File: src/rtl/tsp_pkg.sv
// Shared constants and handshake types for the minimum tour cost block.
// Used by tsp_ctrl, tsp_datapath and tsp_min_tour_cost; depends on nothing.
package tsp_pkg;

	// Defaults for the top-level parameters.
	localparam int MAX_CITIES_DEF = 12;
	localparam int COST_BITS_DEF  = 16;

	// Fixed port widths.
	localparam int CITY_W = 4;
	localparam int EDGE_W = 16;
	localparam int CFG_W  = 4;
	localparam int OUT_W  = 20;

	// Configuration register reset value and the smallest usable city count.
	localparam logic [CFG_W-1:0] CITY_COUNT_RESET = 4'd4;
	localparam int MIN_CITIES = 2;

	// Per-step command from the controller to the datapath.
	typedef struct packed {
		logic issue;      // a table step is read this cycle
		logic first;      // first step of a table entry, minimum starts at infinity
		logic last;       // last step of a table entry, entry is written
		logic take;       // this step's candidate takes part in the minimum
		logic tbl_zero;   // empty subset: the table term counts as zero
		logic final_grp;  // the entry being built is the tour result
		logic emit;       // load the finished result into the output register
	} tsp_cmd_t;

	// Status from the datapath to the controller.
	typedef struct packed {
		logic out_free;   // output register can take a result this cycle
	} tsp_sts_t;

endpackage

File: src/rtl/tsp_ctrl.sv
// Controller for the minimum tour cost block: city count register, walk
// sequencer over subset, city and next city. Depends on tsp_pkg.
module tsp_ctrl #(
	parameter int MAX_CITIES = tsp_pkg::MAX_CITIES_DEF
) (
	input  logic                              clk,
	input  logic                              arst_n,
	input  logic                              cfg_valid,
	output logic                              cfg_ready,
	input  logic [tsp_pkg::CFG_W-1:0]         city_count,
	input  logic                              in_accept,
	input  logic                              last_entry,
	output logic                              in_stall,
	output tsp_pkg::tsp_cmd_t                 cmd,
	input  tsp_pkg::tsp_sts_t                 sts,
	output logic [$clog2(MAX_CITIES)-1:0]     row,
	output logic [$clog2(MAX_CITIES)-1:0]     col,
	output logic [MAX_CITIES-2:0]             rd_subset,
	output logic [MAX_CITIES-2:0]             wr_subset
);

	localparam int SUB_BITS  = MAX_CITIES - 1;
	localparam int CITY_BITS = $clog2(MAX_CITIES);
	localparam int CNT_BITS  = $clog2(MAX_CITIES + 1);

	typedef enum logic [3:0] {
		ST_IDLE = 4'b0001,
		ST_RUN  = 4'b0010,
		ST_WAIT = 4'b0100,
		ST_DONE = 4'b1000
	} tsp_state_t;

	tsp_state_t                 state_q;
	logic [tsp_pkg::CFG_W-1:0]  city_count_q;
	logic [SUB_BITS-1:0]        subset_q;
	logic [SUB_BITS-1:0]        full_q;
	logic [CITY_BITS-1:0]       city_q;
	logic [CITY_BITS-1:0]       next_q;
	logic [CITY_BITS-1:0]       last_city_q;

	logic [CNT_BITS-1:0]        n_clamp;
	logic [SUB_BITS-1:0]        full_mask;
	logic [SUB_BITS-1:0]        bit_mask;
	logic                       subset_zero;
	logic                       group_end;

	assign cfg_ready = 1'b1;
	assign in_stall  = (state_q != ST_IDLE);

	// Effective city count, clamped to the supported range.
	always_comb begin
		if (int'(city_count_q) < tsp_pkg::MIN_CITIES) begin
			n_clamp = CNT_BITS'(tsp_pkg::MIN_CITIES);
		end else if (int'(city_count_q) > MAX_CITIES) begin
			n_clamp = CNT_BITS'(MAX_CITIES);
		end else begin
			n_clamp = CNT_BITS'(city_count_q);
		end
	end

	assign full_mask   = ~({SUB_BITS{1'b1}} << (n_clamp - CNT_BITS'(1)));
	assign bit_mask    = SUB_BITS'(1) << (next_q - CITY_BITS'(1));
	assign subset_zero = (subset_q == '0);
	assign group_end   = (subset_q == full_q) && (city_q == last_city_q);

	always_comb begin
		cmd.issue     = (state_q == ST_RUN);
		cmd.first     = subset_zero || (next_q == CITY_BITS'(1));
		cmd.last      = subset_zero || (next_q == last_city_q);
		cmd.take      = subset_zero || ((subset_q & bit_mask) != '0);
		cmd.tbl_zero  = subset_zero;
		cmd.final_grp = (subset_q == full_q) && (city_q == '0);
		cmd.emit      = (state_q == ST_DONE) && sts.out_free;
	end

	assign row       = city_q;
	assign col       = next_q;
	assign rd_subset = subset_q & ~bit_mask;
	assign wr_subset = subset_q;

	always_ff @(posedge clk or negedge arst_n) begin
		if (!arst_n) begin
			city_count_q <= tsp_pkg::CITY_COUNT_RESET;
		end else if (cfg_valid && cfg_ready) begin
			city_count_q <= city_count;
		end
	end

	always_ff @(posedge clk or negedge arst_n) begin
		if (!arst_n) begin
			state_q     <= ST_IDLE;
			subset_q    <= '0;
			full_q      <= '0;
			city_q      <= '0;
			next_q      <= '0;
			last_city_q <= '0;
		end else begin
			case (state_q)
				ST_IDLE: begin
					if (in_accept && last_entry) begin
						last_city_q <= CITY_BITS'(n_clamp - CNT_BITS'(1));
						full_q      <= full_mask;
						subset_q    <= '0;
						city_q      <= '0;
						next_q      <= '0;
						state_q     <= ST_RUN;
					end
				end
				ST_RUN: begin
					if (cmd.last) begin
						state_q <= ST_WAIT;
					end else begin
						next_q <= next_q + CITY_BITS'(1);
					end
				end
				ST_WAIT: begin
					// The entry just finished is written in this state, so the
					// next read waits for that write.
					if (group_end) begin
						state_q <= ST_DONE;
					end else begin
						if (city_q == last_city_q) begin
							city_q   <= '0;
							subset_q <= subset_q + SUB_BITS'(1);
							next_q   <= CITY_BITS'(1);
						end else begin
							city_q <= city_q + CITY_BITS'(1);
							// Entries of the empty subset read column 0, the
							// edge back home.
							next_q <= subset_zero ? '0 : CITY_BITS'(1);
						end
						state_q <= ST_RUN;
					end
				end
				ST_DONE: begin
					if (sts.out_free) begin
						state_q <= ST_IDLE;
					end
				end
				default: begin
					state_q <= ST_IDLE;
				end
			endcase
		end
	end

	a_subset_in_range: assert property (@(posedge clk) disable iff (!arst_n)
		(state_q == ST_RUN) |-> ((subset_q & ~full_q) == '0))
		else $error("subset outside the active city set");

	a_city_in_range: assert property (@(posedge clk) disable iff (!arst_n)
		(state_q == ST_RUN) |-> (city_q <= last_city_q && next_q <= last_city_q))
		else $error("city counter beyond the active city count");

	a_gap_after_entry: assert property (@(posedge clk) disable iff (!arst_n)
		(cmd.issue && cmd.last) |=> !cmd.issue)
		else $error("table read issued while an entry is being written");

	a_emit_returns_idle: assert property (@(posedge clk) disable iff (!arst_n)
		cmd.emit |=> (state_q == ST_IDLE))
		else $error("controller did not return to idle after a result");

endmodule

File: config.mk
export PLATFORM = sky130hd
export DESIGN_NAME = tsp_ctrl
export DESIGN_NICKNAME = d
export VERILOG_FILES = /design/src/rtl/tsp_pkg.sv /design/src/rtl/tsp_ctrl.sv
export SDC_FILE = /design/constraint.sdc
export NUM_CORES = 1
export LEC_CHECK = 0
export ABC_AREA = 1
export BUFFER_PORTS_ARGS = -buffer_cell sky130_fd_sc_hd__buf_2
export CELL_PAD_IN_SITES_DETAIL_PLACEMENT = 1
export CELL_PAD_IN_SITES_GLOBAL_PLACEMENT = 1
export CORE_MARGIN = 1.5
export CORE_UTILIZATION = 34
export CTS_CLUSTER_SIZE = 16
export DETAILED_ROUTE_END_ITERATION = 8
export PLACE_DENSITY = 0.83
export SLEW_MARGIN = 20
export SYNTH_ARGS = -nofsm -noshare
export SYNTH_HDL_FRONTEND = slang
export SYNTH_SLANG_ARGS = --single-unit
File: constraint.sdc
create_clock -name clk -period 1.85 [get_ports clk]
set_input_delay 0.37 -clock clk [delete_from_list [all_inputs] [get_ports clk]]
set_output_delay 0.37 -clock clk [all_outputs]
set_load 0.01 [all_outputs]
==> qor.log <==
INFO  setup_path     worst_setup_path_start_kind=register
INFO  timing         timing_max_transition_violations_final=0
INFO  synth          mappedNetlistNets=455
INFO  finish         fill_cells=1,072
INFO  clocking       tritoncts=done
INFO  detailed_routing detail_route.drc_violations=0
INFO  placement      portBuffers=47
INFO  synth          synth_enable_flop_cells=0
INFO  timing         layout_worst_path_cycle_share=1.29
INFO  timing         maxClockFrequency=420MHz
INFO  synth          post_synth_inst_count=430
INFO  finish         finish.net_count=556
INFO  floorplan      core-area=0.00834sqmm
INFO  pwr            ir_drop=525uV
INFO  synth          ys_warn_count=0
INFO  floorplan      die_width=96.7um
INFO  synth          syn_area_per_cell=6.94squm
INFO  pwr            power-per-cell-area=999mW/mm^2
INFO  grt            first_pass_grt_wire_length=17.5mm
INFO  finish         areaGrowthSynthToFinish=42.9%
INFO  detailed_routing drtIter0Drc=122
INFO  clocking       clk_latency=0.32ns
INFO  floorplan      row_count=33
INFO  synth          post_synth_xor_area_fraction=0.0377
INFO  synth          synthAdderAreaFrac=0.0629
INFO  detailed_routing route.final.wire_length=12.2mm
INFO  finish         layout.cells.most_common_list=sky130_fd_sc_hd__nand2_1, sky130_fd_sc_hd__inv_1, sky130_fd_sc_hd__buf_4, sky130_fd_sc_hd__buf_2
INFO  grt            grt_use_total=0.234
INFO  floorplan      die_h=96.7um
INFO  hold_path      hold_path_class=in -> async
INFO  setup_path     cp_data_arrival_time=2.01ns
INFO  synth          synth.largest_area_cell=sky130_fd_sc_hd__dfrtp_1
INFO  run_status     outcome=finished, violations left
INFO  timing         worst_slack_setup_final=-0.532ns
INFO  placement      post_place_cell_area=0.00359sqmm
INFO  grt            top_usage_layer_grt=met2
INFO  placement      place_congestion=0.960
INFO  setup_path     timing_worst_setup_path_type=reg -> out
INFO  timing         rsz_0062_raised_after_global_routing=true
INFO  detailed_routing antenna_left=0
INFO  clocking       ctsHtreeMaxLevel=2
INFO  floorplan      io_pins=49
INFO  setup_path     worstPathRequired=1.48ns
INFO  synth          synthArstFlopShare=1.00
INFO  timing         timing.final.hold_violations=0
INFO  grt            use_met2=0.430
INFO  detailed_routing drtPass1Iterations=4
INFO  synth          dominantRegCellSynth=sky130_fd_sc_hd__dfrtp_1
INFO  synth          synth_top_family_by_area=simple AND/OR/NAND/NOR gates
INFO  clocking       quantity_of_hold_fixing_buffers_added_after_cts=0
INFO  finish         final_area=0.00426sqmm
INFO  synth          netlist_top_cells_area=sky130_fd_sc_hd__dfrtp_1, sky130_fd_sc_hd__nand2_1, sky130_fd_sc_hd__inv_1, sky130_fd_sc_hd__ha_1, sky130_fd_sc_hd__nor2_1
INFO  timing         clock_period_minus_final_worst_setup_slack=2.38ns
INFO  detailed_routing wl_per_cell=19.1um
INFO  finish         final-instance-count-excl-fill=637
INFO  floorplan      floorplan.initialDensity=0.358
INFO  grt            antenna_found_initial=0
INFO  floorplan      dieArea=0.00935sqmm
INFO  synth          yosys.area.top_type_share=0.327
INFO  setup_path     r2r_cells=12
INFO  synth          synth.area.mux_share=0
INFO  grt            pin_count_of_the_biggest_net_entering_global_routing=27
INFO  detailed_routing num_vias=3,388
INFO  synth          simple_gate_area_share_of_the_yosys_netlist=0.362
INFO  detailed_routing detail_route.vias_per_cell=5.32
INFO  grt            groute.layer.met1.usage=0.282
INFO  clocking       cts_buffer_depth=2
INFO  pwr            power_leakage=2.16nW
INFO  grt            grt_util_met3=0.0318
INFO  timing         max_slew.worst_pin.slew=0.674ns
INFO  clocking       clk_pin_slew=0.10ns
INFO  setup_path     crit_path_max_fanout=5
INFO  clocking       cts_buffer_count=5
INFO  clocking       cts.sinks=41
INFO  synth          synth_seq_cells=41
INFO  finish         post_route_cells_drive_above_1_share=0.387
INFO  placement      dpl.cell_count=610
INFO  synth          ys_seq_area_frac=0.345
INFO  finish         multi_input_comb_area=0.00202sqmm
INFO  synth          synth-compound-area-share=0.0767
INFO  grt            via_count_of_the_first_global_routing_pass=3,456
INFO  finish         most_common_cell_after_layout_fill_and_taps_aside=sky130_fd_sc_hd__nand2_1
INFO  synth          library_cells_used_by_synthesis=34
INFO  synth          synthesis.area=0.00298sqmm
INFO  run            cap_violations=0
INFO  timing         slew-limit-headroom=0.551
INFO  clocking       clock-root-buffer=sky130_fd_sc_hd__clkbuf_8
INFO  placement      dp_hpwl=7.90mm
INFO  finish         antenna_cells=0
INFO  finish         ff_latch_area=0.00104sqmm
INFO  timing         setup_skew_after_layout=0.0170ns
INFO  run_status     violations=negative setup slack
INFO  timing         final-setup-viol-count=17
INFO  grt            grt_overflow=0
INFO  setup_path     worst_setup_path_end_kind=output port
[through the flow]
step | hold slack, ns | util | power (mW) | TNS [ns] | setup slack, ns
global route | 0.127 | 0.511 | 4.50 | -6.86 | -0.591
global placement | 0.434 | 0.431 | 2.94 | -0.120 | -0.0577
finish | 0.0765 | 0.511 | 4.26 | -5.17 | -0.532
floorplan | 0.0744 | - | 2.50 | 0 | 0.00462
CTS | 0.104 | 0.469 | 3.87 | -4.34 | -0.365
detailed placement | 0.445 | 0.431 | 3.05 | -0.719 | -0.216
[cell families (layout without fill, tap and decap cells)]
kind of cell / Yosys count / count (layout)
xor gates and xnor gates: 12 / 13
buffers and inverters: 79 / 178
DFF: 41 / 41
adders and majority gates: 15 / 15
other: 1 / 1
and+or+nand+nor: 244 / 246
AOI/OAI and AO/OA: 38 / 38
[synth_stat cells (3+ instances only)]
library cell,instances
sky130_fd_sc_hd__a21oi_1,9
sky130_fd_sc_hd__o211ai_1,3
sky130_fd_sc_hd__o21ai_0,14
sky130_fd_sc_hd__xor2_1,6
sky130_fd_sc_hd__nand2_1,135
sky130_fd_sc_hd__a22oi_1,3
sky130_fd_sc_hd__xnor2_1,5
sky130_fd_sc_hd__a31oi_1,5
sky130_fd_sc_hd__nand4_1,20
sky130_fd_sc_hd__ha_1,15
sky130_fd_sc_hd__nor2_2,3
sky130_fd_sc_hd__dfrtp_1,39
sky130_fd_sc_hd__buf_4,8
sky130_fd_sc_hd__nor3_1,7
sky130_fd_sc_hd__inv_1,56
sky130_fd_sc_hd__nor2_1,39
sky130_fd_sc_hd__buf_2,7
sky130_fd_sc_hd__inv_2,7
sky130_fd_sc_hd__nand3_1,29
sky130_fd_sc_hd__nand3_2,3
[cell type report]
cell class	instances	area share
Clock buffer	5	0.0161
Multi-Input combinational cell	313	0.473
Timing Repair Buffer	107	0.173
Tap cell	105	0.0308
Clock inverter	3	0.00528
Inverter	63	0.0566
Sequential cell	41	0.244
[power breakdown]
group	switching [mW]	leakage, nW	internal (mW)
Clock	0.381	0.0481	0.269
Combinational	1.50	1.60	0.798
Sequential	0.200	0.510	1.11
[flip-flops by register name (all words and copies together) (netlist names)]
name,flops
city_count_q,4
state_q,4
full_q,11
last_city_q,3
wr_subset,11
row,4
col,4
[critical path: stages, from the launching register on]
cell                      delay, ns
sky130_fd_sc_hd__dfrtp_2       0.44
sky130_fd_sc_hd__inv_4         0.10
sky130_fd_sc_hd__ha_4          0.17
sky130_fd_sc_hd__xor2_4        0.17
sky130_fd_sc_hd__buf_2         0.21
sky130_fd_sc_hd__nand4_1       0.18
sky130_fd_sc_hd__nand2_1       0.14
sky130_fd_sc_hd__nor2_1        0.05
sky130_fd_sc_hd__nand3_1       0.09
sky130_fd_sc_hd__buf_2         0.14
[repair_timing]
action	in CTS	in global routing
buffers inserted	4	12
pin swaps	14	21
endpoints found under the setup margin	19	48
gates cloned	2	2
resized for setup	37	60
[worst paths after layout]
path | startpoint | to | slack [ns]
setup reg to reg | wr_subset[1] | wr_subset[4] | 0
hold reg to reg | full_q[8] | full_q[8] | 0.53
max in group asynchronous | arst_n | full_q[2] | 1.16
min in group clk | city_count[0] | city_count_q[0] | 0.27
setup / recovery | col[0] | cmd[3] | -0.53
hold / removal | arst_n | wr_subset[2] | 0.08
[routing by layer]
layer	wire length (um)	share of wire
met4	432	0.036
met2	6110	0.50
met1	5080	0.42
met5	0	0
met3	535	0.044
(Power assumes the default switching activity.)
